--- config.mk ---
export PLATFORM = sky130hd
export DESIGN_NAME = skyline_sweep_flat
export DESIGN_NICKNAME = d
export VERILOG_FILES = /design/src/rtl/skl_pkg.sv /design/src/rtl/skl_if.sv /design/src/rtl/skl_ram.sv /design/src/rtl/skyline_sweep.sv /design/src/flat_wrapper.sv
export SDC_FILE = /design/constraint.sdc
export NUM_CORES = 2
export LEC_CHECK = 0
export BUFFER_PORTS_ARGS = -buffer_cell sky130_fd_sc_hd__buf_4
export CORE_MARGIN = 8
export CORE_UTILIZATION = 60
export DETAILED_ROUTE_END_ITERATION = 16
export PLACE_DENSITY = 0.78
export SLEW_MARGIN = 20
export SYNTH_ARGS = -nofsm -noshare
export SYNTH_HDL_FRONTEND = slang
export SYNTH_SLANG_ARGS = --single-unit
--- constraint.sdc ---
create_clock -name clk -period 29.3 [get_ports clk]
set_input_delay 4.395 -clock clk [delete_from_list [all_inputs] [get_ports clk]]
set_output_delay 4.395 -clock clk [all_outputs]
set_load 0.01 [all_outputs]
--- src/rtl/skl_pkg.sv ---
// skl_pkg: shared constants and types for the skyline sweep block.
// No dependencies.
package skl_pkg;
  localparam int MAX_BUILDINGS = 16;
  localparam int RESULT_LIMIT  = 32;
  localparam int COORD_W       = 32;
  localparam int ENTRY_W       = 3 * COORD_W;
  localparam int IDX_W         = (MAX_BUILDINGS > 1) ? $clog2(MAX_BUILDINGS) : 1;
  localparam int CNT_W         = $clog2(MAX_BUILDINGS + 1);
  localparam int NPT_W         = $clog2(RESULT_LIMIT + 1);

  typedef logic [COORD_W-1:0] coord_t;

  typedef enum logic [4:0] {
    ST_IDLE  = 5'b00001,
    ST_EDGE  = 5'b00010,
    ST_HGT   = 5'b00100,
    ST_PUSH  = 5'b01000,
    ST_FINAL = 5'b10000
  } state_t;
endpackage

--- src/rtl/skl_if.sv ---
// skl_if: valid/ready channel interfaces for building and key point transactions.
// Depends on skl_pkg.
interface skl_bldg_if;
  logic              valid;
  logic              ready;
  skl_pkg::coord_t   left_edge;
  skl_pkg::coord_t   right_edge;
  skl_pkg::coord_t   height;
  logic              last_building;
  modport source (output valid, left_edge, right_edge, height, last_building, input ready);
  modport sink   (input valid, left_edge, right_edge, height, last_building, output ready);
endinterface

interface skl_point_if;
  logic              valid;
  logic              ready;
  skl_pkg::coord_t   point_x;
  skl_pkg::coord_t   point_height;
  logic              last_point;
  logic              dropped;
  modport source (output valid, point_x, point_height, last_point, dropped, input ready);
  modport sink   (input valid, point_x, point_height, last_point, dropped, output ready);
endinterface

--- src/rtl/skl_ram.sv ---
// skl_ram: generic simple dual-port RAM, one write and one registered read port.
// No dependencies.
module skl_ram #(
  parameter int WIDTH = 8,
  parameter int DEPTH = 16
) (
  input  logic                                   clk,
  input  logic                                   we,
  input  logic [((DEPTH > 1) ? $clog2(DEPTH) : 1)-1:0] waddr,
  input  logic [WIDTH-1:0]                       wdata,
  input  logic [((DEPTH > 1) ? $clog2(DEPTH) : 1)-1:0] raddr,
  output logic [WIDTH-1:0]                       rdata
);
  logic [WIDTH-1:0] mem [DEPTH];

  always_ff @(posedge clk) begin
    if (we) begin
      mem[waddr] <= wdata;
    end
    rdata <= mem[raddr];
  end
endmodule

--- src/rtl/skyline_sweep.sv ---
// skyline_sweep: building transactions are accepted only in the idle state. Per distinct
// edge the sweep scans the building RAM (one entry per cycle) twice, plus one closing
// scan; the scan rate is set by the single RAM read port. Each key point also passes
// through ST_PUSH, which can stall on the output channel. Synchronous active-high reset
// clears control state; the building RAM is not cleared. Depends on skl_pkg, skl_if,
// skl_ram.
module skyline_sweep (
  input  logic        clk,
  input  logic        rst,
  skl_bldg_if.sink    bldg,
  skl_point_if.source point
);
  import skl_pkg::*;

  state_t               state, state_next;
  logic [CNT_W-1:0]     cnt, cnt_next;
  logic                 ovf, ovf_next;
  logic [CNT_W-1:0]     idx, idx_next;
  logic                 rd_vld, rd_vld_next;
  logic                 rd_last, rd_last_next;
  logic                 first, first_next;
  coord_t               sweep_x, sweep_x_next;
  coord_t               cur_h, cur_h_next;
  coord_t               best, best_next;
  logic                 found, found_next;
  coord_t               top, top_next;
  coord_t               new_x, new_x_next;
  coord_t               new_h, new_h_next;
  coord_t               pend_x, pend_x_next;
  coord_t               pend_h, pend_h_next;
  logic                 have_pend, have_pend_next;
  logic [NPT_W-1:0]     npts, npts_next;
  logic                 ov, ov_next;
  coord_t               ox, ox_next;
  coord_t               oh, oh_next;
  logic                 olast, olast_next;
  logic                 odrop, odrop_next;

  logic                 we;
  logic [IDX_W-1:0]     raddr;
  logic [ENTRY_W-1:0]   rdata;
  logic                 acc, valid_b, store;
  logic                 out_free;
  coord_t               e0, e1, eh, b, t;
  logic                 f;

  skl_ram #(.WIDTH(ENTRY_W), .DEPTH(MAX_BUILDINGS)) u_ram (
    .clk   (clk),
    .we    (we),
    .waddr (cnt[IDX_W-1:0]),
    .wdata ({bldg.left_edge, bldg.right_edge, bldg.height}),
    .raddr (raddr),
    .rdata (rdata)
  );

  assign bldg.ready         = (state == ST_IDLE);
  assign acc                = bldg.valid && bldg.ready;
  assign valid_b            = bldg.left_edge < bldg.right_edge;
  assign store              = valid_b && (cnt < CNT_W'(MAX_BUILDINGS));
  assign we                 = acc && store;
  assign out_free           = !ov || point.ready;
  assign point.valid        = ov;
  assign point.point_x      = ox;
  assign point.point_height = oh;
  assign point.last_point   = olast;
  assign point.dropped      = odrop;
  assign e0                 = rdata[3*COORD_W-1:2*COORD_W];
  assign e1                 = rdata[2*COORD_W-1:COORD_W];
  assign eh                 = rdata[COORD_W-1:0];

  always_comb begin
    state_next     = state;
    cnt_next       = cnt;
    ovf_next       = ovf;
    idx_next       = idx;
    rd_vld_next    = 1'b0;
    rd_last_next   = 1'b0;
    first_next     = first;
    sweep_x_next   = sweep_x;
    cur_h_next     = cur_h;
    best_next      = best;
    found_next     = found;
    top_next       = top;
    new_x_next     = new_x;
    new_h_next     = new_h;
    pend_x_next    = pend_x;
    pend_h_next    = pend_h;
    have_pend_next = have_pend;
    npts_next      = npts;
    ov_next        = ov && !point.ready;
    ox_next        = ox;
    oh_next        = oh;
    olast_next     = olast;
    odrop_next     = odrop;
    raddr          = idx[IDX_W-1:0];
    b              = best;
    f              = found;
    t              = top;

    if ((state == ST_EDGE || state == ST_HGT) && idx < cnt) begin
      idx_next     = idx + CNT_W'(1);
      rd_vld_next  = 1'b1;
      rd_last_next = (idx + CNT_W'(1)) == cnt;
    end

    unique case (state)
      ST_IDLE: begin
        if (acc) begin
          if (store) begin
            cnt_next = cnt + CNT_W'(1);
          end else if (valid_b) begin
            ovf_next = 1'b1;
          end
          if (bldg.last_building) begin
            if (!store && cnt == '0) begin
              cnt_next = '0;
              ovf_next = 1'b0;
            end else begin
              state_next     = ST_EDGE;
              idx_next       = '0;
              first_next     = 1'b1;
              sweep_x_next   = '0;
              cur_h_next     = '0;
              found_next     = 1'b0;
              have_pend_next = 1'b0;
              npts_next      = '0;
            end
          end
        end
      end
      ST_EDGE: begin
        if (rd_vld) begin
          if ((first || e0 > sweep_x) && (!f || e0 < b)) begin
            b = e0;
            f = 1'b1;
          end
          if ((first || e1 > sweep_x) && (!f || e1 < b)) begin
            b = e1;
            f = 1'b1;
          end
          best_next  = b;
          found_next = f;
          if (rd_last) begin
            idx_next = '0;
            if (f) begin
              sweep_x_next = b;
              first_next   = 1'b0;
              top_next     = '0;
              state_next   = ST_HGT;
            end else if (have_pend) begin
              state_next = ST_FINAL;
            end else begin
              cnt_next   = '0;
              ovf_next   = 1'b0;
              state_next = ST_IDLE;
            end
          end
        end
      end
      ST_HGT: begin
        if (rd_vld) begin
          if (e0 <= sweep_x && sweep_x < e1 && eh > t) begin
            t = eh;
          end
          top_next = t;
          if (rd_last) begin
            idx_next   = '0;
            found_next = 1'b0;
            if (t != cur_h) begin
              cur_h_next = t;
              new_x_next = sweep_x;
              new_h_next = t;
              state_next = ST_PUSH;
            end else begin
              state_next = ST_EDGE;
            end
          end
        end
      end
      ST_PUSH: begin
        if (!have_pend || out_free) begin
          if (have_pend) begin
            ov_next    = 1'b1;
            ox_next    = pend_x;
            oh_next    = pend_h;
            olast_next = 1'b0;
            odrop_next = ovf;
          end
          pend_x_next    = new_x;
          pend_h_next    = new_h;
          have_pend_next = 1'b1;
          npts_next      = npts + NPT_W'(1);
          if ((npts + NPT_W'(1)) == NPT_W'(RESULT_LIMIT)) begin
            state_next = ST_FINAL;
          end else begin
            state_next = ST_EDGE;
          end
        end
      end
      ST_FINAL: begin
        if (out_free) begin
          ov_next        = 1'b1;
          ox_next        = pend_x;
          oh_next        = pend_h;
          olast_next     = 1'b1;
          odrop_next     = ovf;
          have_pend_next = 1'b0;
          cnt_next       = '0;
          ovf_next       = 1'b0;
          state_next     = ST_IDLE;
        end
      end
      default: state_next = ST_IDLE;
    endcase
  end

  always_ff @(posedge clk) begin
    if (rst) begin
      state     <= ST_IDLE;
      cnt       <= '0;
      ovf       <= 1'b0;
      idx       <= '0;
      rd_vld    <= 1'b0;
      rd_last   <= 1'b0;
      first     <= 1'b1;
      sweep_x   <= '0;
      cur_h     <= '0;
      found     <= 1'b0;
      have_pend <= 1'b0;
      npts      <= '0;
      ov        <= 1'b0;
    end else begin
      state     <= state_next;
      cnt       <= cnt_next;
      ovf       <= ovf_next;
      idx       <= idx_next;
      rd_vld    <= rd_vld_next;
      rd_last   <= rd_last_next;
      first     <= first_next;
      sweep_x   <= sweep_x_next;
      cur_h     <= cur_h_next;
      found     <= found_next;
      have_pend <= have_pend_next;
      npts      <= npts_next;
      ov        <= ov_next;
    end
  end

  always_ff @(posedge clk) begin
    best   <= best_next;
    top    <= top_next;
    new_x  <= new_x_next;
    new_h  <= new_h_next;
    pend_x <= pend_x_next;
    pend_h <= pend_h_next;
    ox     <= ox_next;
    oh     <= oh_next;
    olast  <= olast_next;
    odrop  <= odrop_next;
  end

`ifndef ASSERT_OFF
  a_cnt_max: assert property (@(posedge clk) disable iff (rst)
    cnt <= CNT_W'(MAX_BUILDINGS))
    else $error("building count above capacity");

  a_npts_max: assert property (@(posedge clk) disable iff (rst)
    npts <= NPT_W'(RESULT_LIMIT))
    else $error("key point count above limit");

  a_rd_in_scan: assert property (@(posedge clk) disable iff (rst)
    rd_vld |-> (state == ST_EDGE || state == ST_HGT))
    else $error("read data outside a scan");

  a_final_pend: assert property (@(posedge clk) disable iff (rst)
    (state == ST_FINAL) |-> have_pend)
    else $error("final transaction without a pending point");
`endif
endmodule

--- src/flat_wrapper.sv ---
// flat-port wrapper written by rule: the top's interface ports become plain ports
module skyline_sweep_flat import skl_pkg::*;
  (clk, rst, bldg_valid, bldg_left_edge, bldg_right_edge, bldg_height, bldg_last_building, bldg_ready, point_valid, point_point_x, point_point_height, point_last_point, point_dropped, point_ready);
  skl_bldg_if bldg_i ();
  skl_point_if point_i ();
  input  logic clk;
  input  logic rst;
  input wire logic [$bits(bldg_i.valid)-1:0] bldg_valid;
  input wire logic [$bits(bldg_i.left_edge)-1:0] bldg_left_edge;
  input wire logic [$bits(bldg_i.right_edge)-1:0] bldg_right_edge;
  input wire logic [$bits(bldg_i.height)-1:0] bldg_height;
  input wire logic [$bits(bldg_i.last_building)-1:0] bldg_last_building;
  output wire logic [$bits(bldg_i.ready)-1:0] bldg_ready;
  output wire logic [$bits(point_i.valid)-1:0] point_valid;
  output wire logic [$bits(point_i.point_x)-1:0] point_point_x;
  output wire logic [$bits(point_i.point_height)-1:0] point_point_height;
  output wire logic [$bits(point_i.last_point)-1:0] point_last_point;
  output wire logic [$bits(point_i.dropped)-1:0] point_dropped;
  input wire logic [$bits(point_i.ready)-1:0] point_ready;
  assign bldg_i.valid = bldg_valid;
  assign bldg_i.left_edge = bldg_left_edge;
  assign bldg_i.right_edge = bldg_right_edge;
  assign bldg_i.height = bldg_height;
  assign bldg_i.last_building = bldg_last_building;
  assign bldg_ready = bldg_i.ready;
  assign point_valid = point_i.valid;
  assign point_point_x = point_i.point_x;
  assign point_point_height = point_i.point_height;
  assign point_last_point = point_i.last_point;
  assign point_dropped = point_i.dropped;
  assign point_i.ready = point_ready;
  skyline_sweep u_core (.clk(clk), .rst(rst), .bldg(bldg_i), .point(point_i));
endmodule
After elaboration in Yosys (flattened, before gate mapping)
Memories as Yosys holds them, arrays and structs flattened. A register that Yosys moved wholly into a read port is not among the register bits.
Cells that the tools add are included.
- add/subtract/negate cells: 3
- shifts and indexed selects: 0
- equality and inequality tests: 22
- order comparisons: 10
- mux-type cells: 115
- reduce and logical (&&, ||, !) cells: 46
- bitwise operators: 1
- multipliers: 0
- divide/modulo/power cells: 0
- operator list (operator ; count):
    32-bit two-way mux ; 26
    32-bit case mux with 2 select lines ; 5
    5-bit two-way mux ; 27
    32-bit less-than comparator ; 4
    32-bit greater-than comparator ; 3
    1-bit two-way mux ; 41
    32-bit less-or-equal comparator ; 1
    32-bit != test ; 1
    7-bit AND reduction ; 4
    5-bit case mux with 5 select lines ; 1
    6-bit two-way mux ; 4
    5-bit case mux with 3 select lines ; 1
    2-bit by 1-bit != test with 1-bit output (second input constant) ; 7
    2-bit != test (second input constant) ; 7
    6-bit case mux with 2 select lines ; 1
    5-bit by 1-bit adder with 5-bit output (second input constant) ; 2
    1-bit logical AND ; 10
    5-bit case mux with 2 select lines ; 1
    5-bit AND reduction ; 2
    2-bit nonzero test ; 5
    1-bit case mux with 3 select lines ; 3
    9-bit AND reduction ; 1
    3-bit nonzero test ; 3
    1-bit case mux with 2 select lines ; 4
    19 further kinds ; 33
- latch bits: 0
- RAM bits: 1536
- input bits: 101
- bits in read-only memories: 0
- word-level logic and storage cells: 221
- memories kept: 1
- register bits: 350
- memories (memory ; depth ; bits a word ; rd ports ; clocked after Yosys merged registers in ; write ports ; line ; RTL):
    u_core.u_ram.mem ; 16 ; 96 ; 1 ; 1 ; 1 ; skl_ram.sv:14 ; logic [WIDTH-1:0] mem [DEPTH];

Logic depth before layout (Yosys ltp)
- depth after elaboration: 16
- gate-level depth with buffers: 24

Cells and area by module
A second synthesis with hierarchy kept.
- cells, all modules: 4127
- area total of the unflattened synthesis: 78290.1 um^2
- modules (own cells, without submodules) (module ; seq. area each (um^2) ; instances ; area each (um^2) ; cells each):
    skl_ram ; 48046.1 ; 1 ; 59355.7 ; 2460
    skyline_sweep ; 9589.2 ; 1 ; 18934.4 ; 1667

Worst setup path before layout
No wires, ideal clock.
- path type: input -> register
- start: input port bldg_right_edge[19]
- end: memory u_core.u_ram.mem[0][0] (netlist bit) (enable)
- arrival time: 12835 ps
- stages: 12
- slack: 15797 ps
- library setup time: 668 ps
- cell sequence: inv_1 ha_1 and3_1 a221oi_1 o21ai_0 o2111ai_1 o2111ai_1 a41oi_1 and2_1 clkbuf_1 nand3_1 nor3_1
- word-level cells in the longest chain between the ends: 5
- ends and longest elaborated chain (element ; line ; RTL):
    start: declaration ; flat_wrapper.sv:10 ; input wire logic [$bits(bldg_i.right_edge)-1:0] bldg_right_edge;
    32-bit less-than comparator ; skyline_sweep.sv:58 ; assign valid_b = bldg.left_edge < bldg.right_edge;
    1-bit logical AND ; skyline_sweep.sv:59 ; assign store = valid_b && (cnt < CNT_W'(MAX_BUILDINGS));
    1-bit logical AND ; skyline_sweep.sv:60 ; assign we = acc && store;
    1-bit two-way mux ; skl_ram.sv:17 ; if (we) begin
    1-bit two-way mux (implied by the code) ; skl_ram.sv:18 ; mem[waddr] <= wdata;
    end: declaration ; skl_ram.sv:14 ;
Every way passes these cells.

Final worst setup path
- start: input port bldg_right_edge[19]
- end: memory u_core.u_ram.mem[8][89] (netlist bit) (enable)
The elaborated chain is that of the path after synthesis.

==> results.sh <==
export IMPL_start_kind="input pin"
export IMPL_clk_pin_slew_ps=60
export IMPL_grt_pass1_vias=40300
export IMPL_fmax_mhz=104
export IMPL_cts_buffers=187
export IMPL_die_h_um=376
export IMPL_status="completed"
export IMPL_synth_top_family_by_area="multiplexers"
export IMPL_synth_top_cell_by_area="edfxtp_1"
export IMPL_rsz0062_at_grt="no"
export IMPL_io_pins=169
export IMPL_worstSetupPathType="in -> reg"
export IMPL_ctsHoldBuffers=0
export IMPL_hpwl_um=106000
export IMPL_ff_latch_area_um2=57700
export IMPL_synth_cells=3898
export IMPL_post_synth_xor_area_fraction=0.00652
export IMPL_synth_yosys_seq_area_share=0.739
export IMPL_hold_viol_final=0
export IMPL_ys_async_sr_fraction=0
export IMPL_synth_cell_types=77
export IMPL_area_growth_pct=12.4
export IMPL_ys_warn_count=0
export IMPL_critPathBufInv=4
export IMPL_synth_simple_area_share=0.0278
export IMPL_root_buffer="clkbuf_16"
export IMPL_maxCapViolCount=0
export IMPL_drt_pass1_iter_count=6
export IMPL_drc=0
export IMPL_routabilityCongestion=0.908
export IMPL_synth_area_per_cell_um2=20.0
export IMPL_yosysTopAreaCellShare=0.691
export IMPL_synth_mux_area_frac=0.143
export IMPL_drt_vias_per_instance=6.53
export IMPL_cts_max_level=4
export IMPL_vdd_drop_max_mv=0.0713
export IMPL_layout_min_cycle_time_ps=9590
export IMPL_relSlewSlack=0.227
export IMPL_synth_compound_area_frac=0.0332
export IMPL_ant_nets=0
export IMPL_skew_ps=46.6
export IMPL_synth_fa_ha_area_frac=0.0321
export IMPL_synth_area_um2=78000
export IMPL_track_usage=0.262
export IMPL_crit_fanout=39
export IMPL_drt_iter0_drc=4697
export IMPL_wirelength_um=186000
export IMPL_cp_arrival_ps=10030
export IMPL_slew_viol_final=0
export IMPL_required_ps=29740
export IMPL_max_stage_delay_ps=970
export IMPL_cts_sinks=1982
export IMPL_num_fill_cells=7756
export IMPL_cp_common_cell="buf_4"
export IMPL_setup_ws_ps=19710
export IMPL_vias=39700
export IMPL_synth_nets=4199
export IMPL_grt_start_max_net_pins=167
export IMPL_numPortBuffers=168
export IMPL_start_util=0.603
export IMPL_cts_resized=0
export IMPL_row_count=132
export IMPL_worst_pin_slew_ps=1150
export IMPL_setup_viol=0
export IMPL_tritoncts="done"
export IMPL_multi_input_area_um2=19100
export IMPL_layout_nets=4461
export IMPL_pre_cts_slack_ps=18910
export IMPL_grt_pass1_wl_um=272000
export IMPL_cts_buffer_depth=3
export IMPL_hold_class="reg -> reg"
export IMPL_critPathTopFamily="simple AND/OR/NAND/NOR gates"
export IMPL_avgRoutedWirePerCell_um=30.6
export IMPL_clock_latency_ps=840
export IMPL_fp_dieArea_um2=142000
export IMPL_post_route_period_util=0.327
export IMPL_tns_ps=0
export IMPL_drive_above_1_share=0.245
export IMPL_power_density_nw_per_um2=68.7
export IMPL_synth_area_top_cells="edfxtp_1 69%, mux4_2 14%, dfxtp_1 4.8%"
export IMPL_worstPathCellList="buf_4, inv_1, ha_1, and3_1, a221oi_1, o21ai_0, o2111ai_1, o2111ai_1, a41oi_1, and2_1, nand3_1, nor2_4, buf_4, buf_4"
export IMPL_cp_slowest_cell="nor2_4"
export IMPL_ys_flop_type="edfxtp_1"
export IMPL_die_w_um=376
export IMPL_antenna_found_initial=22
export IMPL_synth_seq_cells=1982
export IMPL_cts_setup_buffers=0
export IMPL_end_kind="register"
export IMPL_synth_edff_count=1794
export IMPL_coreArea_um2=129000
export IMPL_post_route_util=0.678
export IMPL_grt_overflow=0
export IMPL_leakage_nw=28.3
-- final timing paths --
path,from,end,cells after the start,slack (ps)
max,bldg_right_edge[19],u_core.u_ram.mem[8][89],14,19710
min,u_core.new_x[20],u_core.pend_x[20],0,410
max reg2reg,u_core.u_ram.rdata[88],u_core.sweep_x[7],22,22000
min reg2reg,u_core.new_x[20],u_core.pend_x[20],0,410
-- worst register-to-register path: cells and delay by family (launching register included) --
kind / cells / cell delay [ps]
compound gates: 11 / 3460
buf+inv: 3 / 1070
fa+ha+maj: 2 / 630
simple gates: 6 / 1540
flops: 1 / 430
-- metrics by stage --
stage / std cells / hold slack, ps / power [W] / area (um^2)
2_1_floorplan: 3898 / 400 / 0.00349 / 78000
3_3_place_gp: 5712 / 400 / 0.00364 / 81400
3_5_place_dp: 5713 / 405 / 0.00366 / 81500
4_1_cts: 6066 / 397 / 0.00605 / 87600
5_1_grt: 6072 / 421 / 0.00619 / 87700
6_report: 6077 / 411 / 0.00602 / 87700
-- where the power goes --
group / internal, W / leakage [nW] / switching, W
sequential: 0.00315 / 17.6 / 0.0000546
clock: 0.00136 / 3.00 / 0.00106
combinational: 0.000151 / 7.68 / 0.000255
total: 0.00466 / 28.3 / 0.00137
-- routing by layer --
layer / part of all wire / GRT usage
met4: 0.034 / 0.0860
met5: 0.00023 / 0
met1: 0.38 / 0.356
met3: 0.095 / 0.0574
met2: 0.49 / 0.426
-- cells by family (layout without fill, tap and decap cells) --
kind of cell / Yosys count / count (layout)
AOI/OAI and AO/OA: 340 / 340
xor gates and xnor gates: 58 / 58
adders and majority gates: 200 / 200
buffers and inverters: 364 / 790
DFF: 1982 / 1982
muxes: 514 / 514
other: 0 / 11
and+or+nand+nor: 440 / 440
-- layout by cell type (no fill, tap or decap), types with 6 or more instances in the layout --
| master | instances |
|---|---|
| clkinvlp_4 | 7 |
| inv_1 | 206 |
| ha_1 | 200 |
| o211ai_1 | 12 |
| bufinv_16 | 12 |
| o21ai_0 | 34 |
| nand3_1 | 29 |
| xnor2_1 | 30 |
| mux2i_1 | 34 |
| nand2b_1 | 9 |
| buf_4 | 220 |
| o32ai_2 | 26 |
| a31oi_1 | 10 |
| o21a_1 | 9 |
| clkinv_2 | 30 |
| nor4_1 | 17 |
| o32ai_1 | 38 |
| diode_2 | 11 |
| a21oi_1 | 102 |
| a211oi_1 | 9 |
| o31ai_1 | 6 |
| nor3_1 | 10 |
| nor2_4 | 13 |
| and2_1 | 37 |
| clkbuf_1 | 50 |
| nor2b_1 | 9 |
| a21o_1 | 46 |
| clkinv_1 | 28 |
| nor2_1 | 176 |
| dfxtp_1 | 184 |
| xor2_1 | 28 |
| edfxtp_1 | 1794 |
| mux4_2 | 480 |
| nand2_1 | 53 |
| clkbuf_8 | 19 |
| clkbuf_16 | 189 |
| nand4_1 | 49 |
-- state kept, by name, indices dropped and copies added, names as in the netlist, 32 cells and up --
register	count
u_core.top	32
u_core.cur_h	32
u_core.point.point_height	32
u_core.new_x	32
u_core.sweep_x	32
u_core.point.point_x	32
u_core.u_ram.rdata	96
u_core.best	32
u_core.pend_x	32
u_core.new_h	32
u_core.pend_h	32
u_core.u_ram.mem	1536
-- cell type report --
cell class,instances,area share
Inverter,209,0.00895
Antenna cell,11,0.000314
Clock inverter,95,0.0113
Tap cell,1742,0.0249
Multi-Input combinational cell,1552,0.218
Timing Repair Buffer,228,0.0204
Sequential cell,1982,0.658
Clock buffer,258,0.0591
-- cell usage after synthesis (all sizes together), types with 3 or more instances --
cell type	count
a221oi	5
o22ai	3
nand4	51
nor2	189
and2	37
a311o	3
edfxtp	1794
nor3	16
o2111ai	4
mux4	480
nand2	53
o21ai	35
nor4	19
o211ai	12
and3	5
a32oi	4
xor2	28
ha	200
o31ai	7
o32ai	64
clkbuf	112
mux2i	34
o21a	9
inv	207
o221ai	4
a21oi	102
buf	43
or3	4
nor2b	10
or2	3
xnor2	30
nand2b	9
a21o	46
a31oi	10
a211oi	9
nand3	31
dfxtp	188
and4	3
No activity file was read; power rests on OpenSTA's default activity.
